[config.mk]
export PLATFORM = sky130hd
export DESIGN_NAME = cma_front
export DESIGN_NICKNAME = d
export VERILOG_FILES = /design/src/rtl/cma_front.sv
export SDC_FILE = /design/constraint.sdc
export NUM_CORES = 1
export LEC_CHECK = 0
export BUFFER_PORTS_ARGS = -buffer_cell sky130_fd_sc_hd__buf_4
export CAP_MARGIN = 15
export CORE_ASPECT_RATIO = 0.8
export CORE_UTILIZATION = 50
export DETAILED_ROUTE_END_ITERATION = 8
export HOLD_SLACK_MARGIN = 0.02
export PLACE_DENSITY = 0.77
export SLEW_MARGIN = 5
export SYNTH_ARGS = -nofsm -noshare
export SYNTH_HDL_FRONTEND = slang
export SYNTH_SLANG_ARGS = --single-unit
[constraint.sdc]
create_clock -name clk_i -period 17.05 [get_ports clk_i]
set_clock_uncertainty 0.15 [all_clocks]
set_input_delay 0.8525 -clock clk_i [delete_from_list [all_inputs] [get_ports clk_i]]
set_output_delay 0.8525 -clock clk_i [all_outputs]
set_load 0.02 [all_outputs]
[src/rtl/cma_front.sv]
`timescale 1ns / 1ps
`default_nettype none
module cma_front #(
  parameter int COMP_BITS = 16
) (
  input  wire logic                        clk_i,
  input  wire logic                        rst_ni,
  input  wire logic                        cfg_valid_i,
  output logic                             cfg_ready_o,
  input  wire logic                        cfg_data_i,
  input  wire logic                        in_valid_i,
  output logic                             in_stall_o,
  input  wire logic signed [COMP_BITS-1:0] qa_i [4],
  input  wire logic signed [COMP_BITS-1:0] qb_i [4],
  output logic                             item_valid_o,
  input  wire logic                        item_ready_i,
  output logic                             item_hex_o,
  output logic signed [COMP_BITS-1:0]      qa_o [4],
  output logic signed [COMP_BITS-1:0]      qb_o [4]
);

  logic                        sym_q;
  logic [1:0]                  cnt_q, cnt_d;
  logic                        wr_q, rd_q;
  logic signed [COMP_BITS-1:0] qa_st_q [2][4];
  logic signed [COMP_BITS-1:0] qb_st_q [2][4];
  logic                        hex_st_q [2];
  logic                        push, pop;

  assign cfg_ready_o  = 1'b1;
  assign in_stall_o   = (cnt_q == 2'd2);
  assign push         = in_valid_i && !in_stall_o;
  assign pop          = item_valid_o && item_ready_i;
  assign item_valid_o = (cnt_q != 2'd0);
  assign item_hex_o   = hex_st_q[rd_q];
  assign qa_o         = qa_st_q[rd_q];
  assign qb_o         = qb_st_q[rd_q];

  // queue fill level
  always_comb begin
    cnt_d = cnt_q;
    if (push && !pop) cnt_d = cnt_q + 2'd1;
    else if (pop && !push) cnt_d = cnt_q - 2'd1;
  end

  // symmetry class register and queue pointers
  always_ff @(posedge clk_i or negedge rst_ni) begin
    if (!rst_ni) begin
      sym_q <= 1'b0;
      cnt_q <= 2'd0;
      wr_q  <= 1'b0;
      rd_q  <= 1'b0;
    end else begin
      if (cfg_valid_i && cfg_ready_o) sym_q <= cfg_data_i;
      cnt_q <= cnt_d;
      if (push) wr_q <= !wr_q;
      if (pop) rd_q <= !rd_q;
    end
  end

  // queue storage, each item tagged with its operator set
  always_ff @(posedge clk_i) begin
    if (push) begin
      qa_st_q[wr_q]  <= qa_i;
      qb_st_q[wr_q]  <= qb_i;
      hex_st_q[wr_q] <= sym_q;
    end
  end

endmodule
`default_nettype wire

==> metrics.md <==
| Metric | Value |
|---|---|
| Final nets | `840` |
| Post-synth top area cell | `edfxtp_1` |
| Post-route insts no fill | `976` |
| Reg-to-reg critical path endpoint | `qa_st_q[1][16]$_DFFE_PP_` |
| Post-DP HPWL | `12.2 mm` |
| Drt initial violations | `229` |
| Netlist Area Pre-Place | `9580 µm²` |
| Fill cell count | `1189` |
| RSZ-0062 raised after global routing | `no` |
| Total CTS buffers | `25` |
| Grt met2 use | `31.0%` |
| GRT Overall Usage | `18.4%` |
| Initial Utilization | `51.9%` |
| Port Buffers | `264` |
| Critical path capture point type | `output port` |
| Initial antenna violation count | `0` |
| Pre-Repair DR Iteration Count | `6` |
| Die area | `19700 µm²` |
| Num ports | `266` |
| Cell row count | `44` |
| CTS Root Cell | `clkbuf_16` |
| Crit. Startpoint | `rd_q$_DFFE_PN0P_` |
| Die height | `126 µm` |
| CTS tree | `done` |
| Post-Route Setup TNS | `0 ps` |
| GR peak layer | `met2` |
| Crit path max-delay family | `flip-flops` |
| Residual DRC | `0` |
| Stages on the worst setup path | `3` |
| ANT nets after route | `0` |
| Outcome | `complete, no violations` |
| CTS clk-pin slew, worst paths | `60 ps` |
| Largest net degree at the start of global routing | `67` |
| Crit share post-route | `23.4%` |
| Crit path DAT | `2980 ps` |
| Worst path most repeated cell | `buf_4` |
| Worst-Margin Slew | `900 ps` |
| Grt total ovfl | `0` |
| Critical path, cell by cell | `buf_4 > mux2_2 > buf_4` |
| Leak pwr | `0.00475 µW` |
| Gpl congestion | `0.767` |
| Share of layout cells above drive strength 1 | `61.3%` |
| Cell variety after synth | `16` |
| CP Class | `register to output port` |
| N_diodes | `0` |
| Fin crit period | `3990 ps` |
| Util after Layout | `68.7%` |
| Post-synthesis cell count | `424` |
| Reg2Reg Setup Slack | `14270 ps` |
| Die span in x | `157 µm` |
| Crit path largest cell delay | `980 ps` |
| Layout area overhead | `32.3%` |
| Core area | `18400 µm²` |
| Hold Path Class | `register to register` |
| Final setup violation count | `0` |
| Final WL | `18.4 mm` |
| CTS resizes | `0` |
| Buf/Inv on CP | `2` |
| Vias in the first global route | `5175` |
| CP max stage cell | `dfrtp_4` |
| Total number of vias | `4807` |
| First-pass GRT wire length | `27.2 mm` |
| Synthesized net count | `559` |
| Maxcap violations | `0` |
| CTS Buffer Depth | `3` |
| Synth warn | `0` |
| Routed wire length per instance | `18.9 µm` |
| Syn Area/Cell | `22.6 µm²` |
| Startpoint types | `register` |
| Largest cells by area after synthesis | `edfxtp_1 (81%), mux2_2 (15%), dfrtp_1 (1.3%), buf_6 (1.2%), xnor2_1 (0.27%)` |
| Peak VDD IR | `0.114 mV` |
| Via/cell ratio | `4.93` |
| Yosys top cell area share | `80.9%` |
| Fmax | `251 MHz` |
| Slew headroom | `40.0%` |
| CP max FO | `66` |
| RR Startpoint | `cnt_q[0]$_DFFE_PN0P_` |
| Final Max Slew Viols | `0` |
| Htree depth | `1` |
| Sequential area share after synthesis | `82.2%` |
| Req. time, crit path | `16050 ps` |
| Placed cell count | `930` |
| Grt met1 use | `22.3%` |
| Global Route met3 Usage | `7.05%` |
| Clk sink count | `263` |
| Crit path to | `qb_o[44]` |
| Synth Register Bits | `263` |
| R2R depth | `3` |
| Worst skew pair latency | `500 ps` |
| PwrDens | `181 nW/µm²` |
| Hold Vio Cnt, Final | `0` |
## routing by layer
metal  routed length (µm)  vias up
met5                    0        -
met4                  313        0
met3                 1900       20
met2                 8940      204
met1                 7260     2341
li1                     -     2242
## synthesized netlist by cell type
cell / instances
nand2b_1: 1
inv_1: 2
xnor2_1: 3
or2_2: 1
dfrtp_1: 5
and3_1: 1
edfxtp_1: 258
ha_1: 1
nand2_1: 2
buf_6: 10
mux2_2: 130
nor2_1: 2
xor2_1: 2
buf_2: 3
buf_4: 2
conb_1: 1
## worst reg2reg max path, cell delays in order (launching register included)
cell and delay, ps:
dfrtp_1 400, nand2b_1 170, and3_4 790, buf_4 860
## flip-flops by register name, indices dropped and copies added, names as in the netlist
| signal | cells |
|---|---|
| cnt_q | 2 |
| hex_st_q | 2 |
| qa_st_q | 128 |
| qb_st_q | 128 |
| rd_q | 1 |
| sym_q | 1 |
| wr_q | 1 |
## where the power goes
group          internal (µW)  switching (µW)  leakage (µW)
Clock                    359             224      0.000430
Sequential               885            62.7       0.00245
Combinational            346             416       0.00186
Total                   1590             703       0.00475
## worst min-delay path by stage
| stage | from | to | slack [ps] | cells past startpoint |
|---|---|---|---|---|
| finish | cnt_q[1]$_DFFE_PN0P_ | cnt_q[1]$_DFFE_PN0P_ | 340 | 1 |
| detailed placement | cnt_q[1]$_DFFE_PN0P_ | cnt_q[1]$_DFFE_PN0P_ | 330 | 1 |
| floorplan | sym_q$_DFFE_PN0P_ | hex_st_q[0]$_DFFE_PP_ | 290 | 0 |
| global route | cnt_q[1]$_DFFE_PN0P_ | cnt_q[1]$_DFFE_PN0P_ | 350 | 1 |
| CTS | cnt_q[1]$_DFFE_PN0P_ | cnt_q[1]$_DFFE_PN0P_ | 350 | 1 |
| global placement | sym_q$_DFFE_PN0P_ | hex_st_q[0]$_DFFE_PP_ | 320 | 0 |
## placed cells by master, fill, tap and decap left out, types with 2 or more instances in the layout
master,instances
bufinv_16,6
xor2_1,2
clkinvlp_4,2
inv_1,2
clkbuf_16,25
clkbuf_1,2
mux2_2,130
clkinv_2,7
clkinv_1,2
xnor2_1,3
nand2_1,2
dfrtp_1,4
edfxtp_1,258
buf_4,268
## through the flow
stage | worst slack (ps) | power, µW | hold WS [ps] | area (µm²)
finish | 13060 | 2290 | 345 | 12700
floorplan | 9980 | 1450 | 288 | 9580
detailed placement | 13580 | 1730 | 334 | 11800
global placement | 13630 | 1710 | 317 | 11800
global route | 12920 | 2390 | 352 | 12700
CTS | 13030 | 2320 | 348 | 12700
## kinds of logic after synthesis
| family | count (synthesis) | share of synthesized area, % |
|---|---|---|
| simple gates | 7 | 0.353 |
| other cells | 1 | 0.0391 |
| fa+ha+maj | 1 | 0.131 |
| xor+xnor | 5 | 0.457 |
| buf+inv | 17 | 1.57 |
| flops | 263 | 82.2 |
| mux | 130 | 15.3 |
## timing repair
action	CTS	global route
hold buffers	1	0
setup buffers	0	0
endpoints found under the hold margin	5	0
## layout make-up
| type | instances | area [µm²] | area share (%) |
|---|---|---|---|
| inverter | 2 | 7.51 | 0.0592 |
| multi-input combinational | 144 | 1570 | 12.4 |
| clock buffer | 27 | 633 | 5.00 |
| timing repair buffer | 269 | 2020 | 16.0 |
| clock inverter | 18 | 246 | 1.95 |
| tap | 253 | 317 | 2.50 |
| sequential | 263 | 7880 | 62.2 |
Note: power is estimated with default switching activity, not from simulation.
