`config.mk`:
```
export PLATFORM = sky130hd
export DESIGN_NAME = cma_acos
export DESIGN_NICKNAME = d
export VERILOG_FILES = /design/src/rtl/cma_pkg.sv /design/src/rtl/cma_acos.sv
export SDC_FILE = /design/constraint.sdc
export NUM_CORES = 2
export LEC_CHECK = 0
export BUFFER_PORTS_ARGS = -buffer_cell sky130_fd_sc_hd__buf_2
export CORE_MARGIN = 2
export CORE_UTILIZATION = 55
export CTS_CLUSTER_SIZE = 25
export DETAILED_ROUTE_END_ITERATION = 10
export GPL_TIMING_DRIVEN = 0
export PLACE_DENSITY_LB_ADDON = 0.15
export SLEW_MARGIN = 20
export SYNTH_ARGS = -nofsm -noshare
export SYNTH_HDL_FRONTEND = slang
export SYNTH_SLANG_ARGS = --single-unit
```
`constraint.sdc`:
```
create_clock -name clk_i -period 21.1 [get_ports clk_i]
set_clock_uncertainty 0.05 [all_clocks]
set_input_delay 2.11 -clock clk_i [delete_from_list [all_inputs] [get_ports clk_i]]
set_output_delay 2.11 -clock clk_i [all_outputs]
set_load 0.02 [all_outputs]
```
`src/rtl/cma_pkg.sv`:
```
`timescale 1ns / 1ps
`default_nettype none
package cma_pkg;

  // symmetry operator components, Q.24 in 26 bits
  typedef logic signed [25:0] sym_op_t;

  localparam sym_op_t OP_0   = 26'sd0;
  localparam sym_op_t OP_1   = 26'sd16777216;
  localparam sym_op_t OP_H   = 26'sd8388608;
  localparam sym_op_t OP_NH  = -26'sd8388608;
  localparam sym_op_t OP_R2  = 26'sd11863283;
  localparam sym_op_t OP_NR2 = -26'sd11863283;
  localparam sym_op_t OP_R3  = 26'sd14529495;
  localparam sym_op_t OP_NR3 = -26'sd14529495;

  localparam int CUBIC_MAX = 24;
  localparam int HEX_NUM   = 12;
  localparam int NUM_TERMS = 12;

  // cosine arithmetic constants, Q.30
  localparam logic [31:0] PI_Q30  = 32'd3373259426;
  localparam logic [31:0] ONE_Q30 = 32'd1073741824;

  localparam sym_op_t CUBIC_OP_TAB [CUBIC_MAX][4] = '{
    '{OP_1,  OP_0,   OP_0,   OP_0  }, '{OP_0,  OP_1,   OP_0,   OP_0  },
    '{OP_R2, OP_R2,  OP_0,   OP_0  }, '{OP_R2, OP_NR2, OP_0,   OP_0  },
    '{OP_0,  OP_0,   OP_1,   OP_0  }, '{OP_0,  OP_0,   OP_0,   OP_1  },
    '{OP_0,  OP_0,   OP_R2,  OP_NR2}, '{OP_0,  OP_0,   OP_R2,  OP_R2 },
    '{OP_R2, OP_0,   OP_0,   OP_NR2}, '{OP_H,  OP_H,   OP_H,   OP_NH },
    '{OP_0,  OP_R2,  OP_R2,  OP_0  }, '{OP_H,  OP_NH,  OP_NH,  OP_NH },
    '{OP_R2, OP_0,   OP_0,   OP_R2 }, '{OP_H,  OP_H,   OP_NH,  OP_H  },
    '{OP_0,  OP_R2,  OP_NR2, OP_0  }, '{OP_H,  OP_NH,  OP_H,   OP_H  },
    '{OP_R2, OP_0,   OP_R2,  OP_0  }, '{OP_H,  OP_H,   OP_H,   OP_H  },
    '{OP_0,  OP_R2,  OP_0,   OP_R2 }, '{OP_H,  OP_NH,  OP_H,   OP_NH },
    '{OP_R2, OP_0,   OP_NR2, OP_0  }, '{OP_H,  OP_H,   OP_NH,  OP_NH },
    '{OP_0,  OP_R2,  OP_0,   OP_NR2}, '{OP_H,  OP_NH,  OP_NH,  OP_H  }
  };

  localparam sym_op_t HEX_OP_TAB [HEX_NUM][4] = '{
    '{OP_1,  OP_0,  OP_0,   OP_0  }, '{OP_H,  OP_0,  OP_0,   OP_NR3},
    '{OP_H,  OP_0,  OP_0,   OP_R3 }, '{OP_R3, OP_0,  OP_0,   OP_NH },
    '{OP_0,  OP_0,  OP_0,   OP_1  }, '{OP_R3, OP_0,  OP_0,   OP_H  },
    '{OP_0,  OP_H,  OP_NR3, OP_0  }, '{OP_0,  OP_1,  OP_0,   OP_0  },
    '{OP_0,  OP_H,  OP_R3,  OP_0  }, '{OP_0,  OP_R3, OP_H,   OP_0  },
    '{OP_0,  OP_0,  OP_1,   OP_0  }, '{OP_0,  OP_R3, OP_NH,  OP_0  }
  };

  typedef enum logic [2:0] {
    B_IDLE,
    B_ROT,
    B_DOT,
    B_ACOS,
    B_OUT
  } back_state_e;

  typedef enum logic [3:0] {
    A_IDLE,
    A_MID,
    A_X,
    A_X2,
    A_TMUL,
    A_RECIP,
    A_CHK,
    A_FIX,
    A_CMP
  } acos_state_e;

  // request to the arccosine unit: start strobe and clamped magnitude, Q.30
  typedef struct packed {
    logic        start;
    logic [30:0] mag;
  } acos_req_t;

  // operator component lookup
  function automatic sym_op_t sym_op(input logic hex, input logic [4:0] op,
                                     input logic [1:0] k);
    sym_op_t r;
    r = OP_0;
    if (hex) begin
      if (op < 5'd12) r = HEX_OP_TAB[op[3:0]][k];
    end else if (op < 5'd24) begin
      r = CUBIC_OP_TAB[op][k];
    end
    return r;
  endfunction

  // product term negated for output component c and operator component k
  function automatic logic rot_neg(input logic [1:0] c, input logic [1:0] k);
    logic r;
    unique case (c)
      2'd0:    r = (k != 2'd0);
      2'd1:    r = (k == 2'd3);
      2'd2:    r = (k == 2'd1);
      default: r = (k == 2'd2);
    endcase
    return r;
  endfunction

  // taylor divisor (2n-1)(2n)
  function automatic logic [9:0] term_div(input logic [3:0] n);
    logic [9:0] r;
    unique case (n)
      4'd1:    r = 10'd2;
      4'd2:    r = 10'd12;
      4'd3:    r = 10'd30;
      4'd4:    r = 10'd56;
      4'd5:    r = 10'd90;
      4'd6:    r = 10'd132;
      4'd7:    r = 10'd182;
      4'd8:    r = 10'd240;
      4'd9:    r = 10'd306;
      4'd10:   r = 10'd380;
      4'd11:   r = 10'd462;
      4'd12:   r = 10'd552;
      default: r = 10'd2;
    endcase
    return r;
  endfunction

  // reciprocal floor(2^32 / divisor), never above the true value
  function automatic logic [31:0] term_recip(input logic [3:0] n);
    logic [31:0] r;
    unique case (n)
      4'd1:    r = 32'd2147483648;
      4'd2:    r = 32'd357913941;
      4'd3:    r = 32'd143165576;
      4'd4:    r = 32'd76695844;
      4'd5:    r = 32'd47721858;
      4'd6:    r = 32'd32537631;
      4'd7:    r = 32'd23598721;
      4'd8:    r = 32'd17895697;
      4'd9:    r = 32'd14035840;
      4'd10:   r = 32'd11302545;
      4'd11:   r = 32'd9296466;
      4'd12:   r = 32'd7780737;
      default: r = 32'd2147483648;
    endcase
    return r;
  endfunction

endpackage
`default_nettype wire

```
`src/rtl/cma_acos.sv`:
```
`timescale 1ns / 1ps
`default_nettype none
module cma_acos #(
  parameter int ANGLE_BITS = 16
) (
  input  wire logic               clk_i,
  input  wire logic               rst_ni,
  input  cma_pkg::acos_req_t      req_i,
  output logic                    done_o,
  output logic [ANGLE_BITS-1:0]   angle_o
);

  cma_pkg::acos_state_e state_q, state_d;

  logic [ANGLE_BITS:0]   lo_q, hi_q, mid_q;
  logic [ANGLE_BITS+1:0] mid_sum;
  logic [30:0]           mag_q;
  logic [31:0]           x_q, x2_q, term_q, v_q, q0_q, chk_q;
  logic signed [33:0]    sum_q;
  logic [3:0]            n_q;
  logic                  done_q;
  logic [ANGLE_BITS-1:0] angle_q;
  logic [31:0]           mul_a, mul_b;
  logic [63:0]           prod;
  logic [32:0]           rem;
  logic [31:0]           q_fix;
  logic [9:0]            cdiv;

  assign done_o  = done_q;
  assign angle_o = angle_q;
  assign prod    = 64'(mul_a) * 64'(mul_b);
  assign mid_sum = (ANGLE_BITS+2)'(lo_q) + (ANGLE_BITS+2)'(hi_q) + 1'b1;
  assign cdiv    = cma_pkg::term_div(n_q);
  assign rem     = {1'b0, v_q} - {1'b0, chk_q};
  assign q_fix   = (rem >= 33'(cdiv)) ? q0_q + 32'd1 : q0_q;

  // next state
  always_comb begin
    state_d = state_q;
    unique case (state_q)
      cma_pkg::A_IDLE:  if (req_i.start) state_d = cma_pkg::A_MID;
      cma_pkg::A_MID:   state_d = (lo_q < hi_q) ? cma_pkg::A_X : cma_pkg::A_IDLE;
      cma_pkg::A_X:     state_d = cma_pkg::A_X2;
      cma_pkg::A_X2:    state_d = cma_pkg::A_TMUL;
      cma_pkg::A_TMUL:  state_d = cma_pkg::A_RECIP;
      cma_pkg::A_RECIP: state_d = cma_pkg::A_CHK;
      cma_pkg::A_CHK:   state_d = cma_pkg::A_FIX;
      cma_pkg::A_FIX:   state_d = (n_q == 4'(cma_pkg::NUM_TERMS)) ? cma_pkg::A_CMP
                                                                  : cma_pkg::A_TMUL;
      cma_pkg::A_CMP:   state_d = cma_pkg::A_MID;
      default:          state_d = cma_pkg::A_IDLE;
    endcase
  end

  // shared multiplier operand select
  always_comb begin
    mul_a = 32'd0;
    mul_b = 32'd0;
    unique case (state_q)
      cma_pkg::A_X: begin
        mul_a = 32'(mid_q);
        mul_b = cma_pkg::PI_Q30;
      end
      cma_pkg::A_X2: begin
        mul_a = x_q;
        mul_b = x_q;
      end
      cma_pkg::A_TMUL: begin
        mul_a = term_q;
        mul_b = x2_q;
      end
      cma_pkg::A_RECIP: begin
        mul_a = v_q;
        mul_b = cma_pkg::term_recip(n_q);
      end
      cma_pkg::A_CHK: begin
        mul_a = q0_q;
        mul_b = 32'(cdiv);
      end
      default: begin
        mul_a = 32'd0;
        mul_b = 32'd0;
      end
    endcase
  end

  // control
  always_ff @(posedge clk_i or negedge rst_ni) begin
    if (!rst_ni) begin
      state_q <= cma_pkg::A_IDLE;
      done_q  <= 1'b0;
    end else begin
      state_q <= state_d;
      done_q  <= (state_q == cma_pkg::A_MID) && !(lo_q < hi_q);
    end
  end

  // binary search over angle codes, taylor cosine per probe
  always_ff @(posedge clk_i) begin
    unique case (state_q)
      cma_pkg::A_IDLE: begin
        if (req_i.start) begin
          lo_q  <= '0;
          hi_q  <= {1'b1, {ANGLE_BITS{1'b0}}};
          mag_q <= req_i.mag;
        end
      end
      cma_pkg::A_MID: begin
        mid_q <= mid_sum[ANGLE_BITS+1:1];
        if (!(lo_q < hi_q)) begin
          angle_q <= lo_q[ANGLE_BITS] ? {ANGLE_BITS{1'b1}} : lo_q[ANGLE_BITS-1:0];
        end
      end
      cma_pkg::A_X:     x_q <= 32'(prod >> (ANGLE_BITS + 1));
      cma_pkg::A_X2: begin
        x2_q   <= prod[61:30];
        term_q <= cma_pkg::ONE_Q30;
        sum_q  <= 34'(cma_pkg::ONE_Q30);
        n_q    <= 4'd1;
      end
      cma_pkg::A_TMUL:  v_q  <= prod[61:30];
      cma_pkg::A_RECIP: q0_q <= prod[63:32];
      cma_pkg::A_CHK:   chk_q <= prod[31:0];
      cma_pkg::A_FIX: begin
        term_q <= q_fix;
        if (n_q[0]) sum_q <= sum_q - $signed({2'b00, q_fix});
        else sum_q <= sum_q + $signed({2'b00, q_fix});
        n_q <= n_q + 4'd1;
      end
      cma_pkg::A_CMP: begin
        if (sum_q >= $signed({3'b000, mag_q})) lo_q <= mid_q;
        else hi_q <= mid_q - 1'b1;
      end
      default: ;
    endcase
  end

endmodule
`default_nettype wire

```
==> results.py <==
metrics = {
    "sta": {
        "slew_headroom": 0.0852,
        "worst-slew-pin-transition_ns": 1.37,
        "timing.final.crit_period_ns": 14.68,
        "min_period_over_period": 0.696,
        "timing.final.setup_violations": 0,
        "rsz0062_at_grt": "no",
        "max_slew_violations": 0,
        "fmax_mhz": 68.1,
        "hold_viol_final": 0,
        "final.setup.tns_ns": 0,
    },
    "critical_path": {
        "end_of_the_worst_register_to_register_path": "v_q[31]",
        "worst_ep_arrival_time_ns": 14.90,
        "worstReg2RegStart": "state_q[2]",
        "timing.critical_path.max_delay_family": "adder cells",
        "critical_path.max_stage_delay_ns": 1.07,
        "worst_ep_required_time_ns": 21.32,
        "critical_path_class": "flip-flop to flip-flop",
        "critPathMostFrequentCell": "sky130_fd_sc_hd__fa_1",
        "cp_startpoint_kind": "flip-flop",
        "critical-path-slowest-cell": "sky130_fd_sc_hd__o41ai_1",
        "crit_path_max_fanout": 10,
        "r2r_setup_slack_ns": 6.42,
        "worstRegToRegCells": 33,
        "cp_num_buf_inv": 8,
        "critPathCaptureType": "flip-flop",
    },
    "routing": {
        "avgRoutedWirePerCell_um": 27.2,
        "routed-wl-met3_um": 24800,
        "detail_route.wirelength_um": 195000,
        "detail_route.drc_violations": 0,
        "drtPass1Iterations": 8,
        "wl_met1_um": 76200,
        "first_iter_violations": 5374,
        "routed.top_layer": "met5",
        "via_density_per_instance": 6.09,
        "postRouteAntennaNets": 0,
        "met2_wirelength_um": 80000,
        "routed-via-count": 43600,
    },
    "synthesis": {
        "synth-main-ff-cell": "sky130_fd_sc_hd__edfxtp_1",
        "mappedNetlistNets": 7094,
        "postSynth.asyncResetShare": 0.0134,
        "post_synth_instance_area_mm2": 0.0535,
        "synth.most_common_cell": "sky130_fd_sc_hd__inv_1",
        "synth.distinct_cells": 101,
        "synth-seq-cells": 372,
        "synth_common_cells": "sky130_fd_sc_hd__inv_1 (1000), sky130_fd_sc_hd__fa_1 (899), sky130_fd_sc_hd__nor2_1 (812)",
        "post_synth_inst_count": 5745,
        "synth_area_leaders": "sky130_fd_sc_hd__fa_1 (34%), sky130_fd_sc_hd__edfxtp_1 (18%), sky130_fd_sc_hd__ha_1 (9.7%), sky130_fd_sc_hd__inv_1 (7.0%), sky130_fd_sc_hd__nor2_1 (5.7%)",
        "synth.yosys.seq_area_share": 0.201,
        "synth-warning-count": 0,
        "synth-edff-count": 328,
        "synthesis.area_per_instance_um2": 9.31,
        "synth.largest_area_cell": "sky130_fd_sc_hd__fa_1",
        "yosys.area.top_type_share": 0.337,
    },
    "cts": {
        "cts-htree-levels": 2,
        "number_of_buffers_created_by_cts": 38,
        "maximum_count_of_clock_buffers_along_a_single_path": 3,
        "clock_tree.root_cell": "sky130_fd_sc_hd__clkbuf_16",
        "cts_tree": "yes",
        "tritoncts_num_sinks": 372,
        "cts-hold-fix-buffers": 0,
        "post_cts.repair.setup_buffers": 0,
        "clock_insertion_delay_worst_skew_ns": 0.57,
        "clk_slew_on_worst_s_h_paths_ns": 0.07,
        "post_cts_resized": 0,
    },
    "hold_path": {
        "timing.hold.worst_path_depth": 1,
        "whs_endpoint": "angle_o[15]",
        "min_path_type": "flip-flop to flip-flop",
        "hold_path_startpoint": "lo_q[15]",
    },
    "grt": {
        "global_route.overflow_total": 0,
        "vias_in_the_first_global_route": 43400,
        "grt_max_degree": 42,
        "antenna_found_initial": 14,
        "grt_first_pass_wirelength_um": 286000,
        "track_usage": 0.399,
    },
    "die": {
        "initial_standard_cell_utilization_of_the_core": 0.554,
        "std_cell_rows": 114,
        "die_h_um": 316,
        "floorplan.io_pins": 51,
        "floorplan.die.width_um": 316,
        "fp.dieArea_mm2": 0.0997,
        "placeableCoreArea_mm2": 0.0966,
    },
    "place": {
        "finalWeightedCongestion": 1.05,
        "place_hpwl_um": 160000,
        "port-buffer-count": 50,
    },
    "job": {
        "maxCapViolations": 0,
    },
    "status": {
        "run_status": "completed",
    },
    "cells_and_area": {
        "fin_nets": 7203,
        "area.growth.synth_to_final_pct": 6.43,
        "ratio_of_cells_with_drive_above_1_in_the_final_layout": 0.0437,
    },
}
## logic make-up after synthesis
logic type / synth area share
muxes: 0.00428
adders and majority gates: 0.434
DFF: 0.201
xor gates and xnor gates: 0.0306
AOI/OAI and AO/OA: 0.0801
and+or+nand+nor: 0.160
buffers and inverters: 0.0898
## metal layers
| layer | GRT usage | vias up |
|---|---|---|
| li1 | - | 18500 |
| met1 | 0.550 | 21800 |
| met2 | 0.566 | 2634 |
| met3 | 0.112 | 647 |
| met4 | 0.232 | 20 |
| met5 | 0 | - |
## worst reg2reg max path, delay by kind of cell (launching register included)
family                     cells  cell delay (ns)
and+or+nand+nor                6             2.33
buffers and inverters          8             3.23
adders and majority gates      9             4.46
AOI/OAI and AO/OA              9             3.45
DFF                            1             0.33
xor gates and xnor gates       1             0.55
## per-stage QoR
stage	utilization	instance area (um^2)	std cells	setup slack, ns	hold slack (ns)
6_report	0.589	56900	7167	6.42	0.549
5_1_grt	0.589	56900	7157	6.19	0.560
4_1_cts	0.589	56800	7156	6.94	0.543
3_5_place_dp	0.576	55600	7089	7.01	0.527
3_3_place_gp	0.573	55300	7071	5.15	0.527
2_1_floorplan	-	53500	5745	10.12	0.492
## registers in the layout, indices dropped and copies added, names as in the netlist, 16 cells and up, named ones only
register	cells
v_q	32
chk_q	32
mag_q	31
sum_q	34
mid_q	17
hi_q	17
lo_q	17
term_q	32
q0_q	32
x2_q	32
x_q	32
angle_o	16
## how the worst max path moves through the flow
stage                          start       end  slack [ns]  cells after the start
after CTS                 state_q[2]   v_q[31]        6.94                     36
after global routing      state_q[2]  q0_q[29]        6.19                     35
after detailed placement  state_q[2]  x2_q[31]        7.01                     35
final                     state_q[2]   v_q[31]        6.42                     33
after floorplan           state_q[2]  q0_q[28]       10.12                     34
after global placement    state_q[2]  x2_q[31]        5.15                     35
## cell usage in the layout, fill, tap and decap left out, types with 78 or more instances in the layout
master	n
sky130_fd_sc_hd__inv_1	997
sky130_fd_sc_hd__fa_1	899
sky130_fd_sc_hd__nor2_1	812
sky130_fd_sc_hd__nand2_1	701
sky130_fd_sc_hd__ha_1	416
sky130_fd_sc_hd__edfxtp_1	328
sky130_fd_sc_hd__clkbuf_1	224
sky130_fd_sc_hd__a21oi_1	164
sky130_fd_sc_hd__xnor2_1	103
sky130_fd_sc_hd__o21ai_0	92
sky130_fd_sc_hd__xor2_1	78
## final cells by class
class                           count  area (um^2)
Antenna cell                       10         25.0
Buffer                            268         1060
Clock buffer                       47         1050
Clock inverter                     20          151
Fill cell                        8692        39700
Inverter                         1003         3770
Multi-Input combinational cell   4102        38000
Sequential cell                   372        10800
Tap cell                         1276         1600
Timing Repair Buffer               69          488
Power is not shown: default switching activity piles up to over one toggle a cycle in this logic, so the estimate is an artifact.
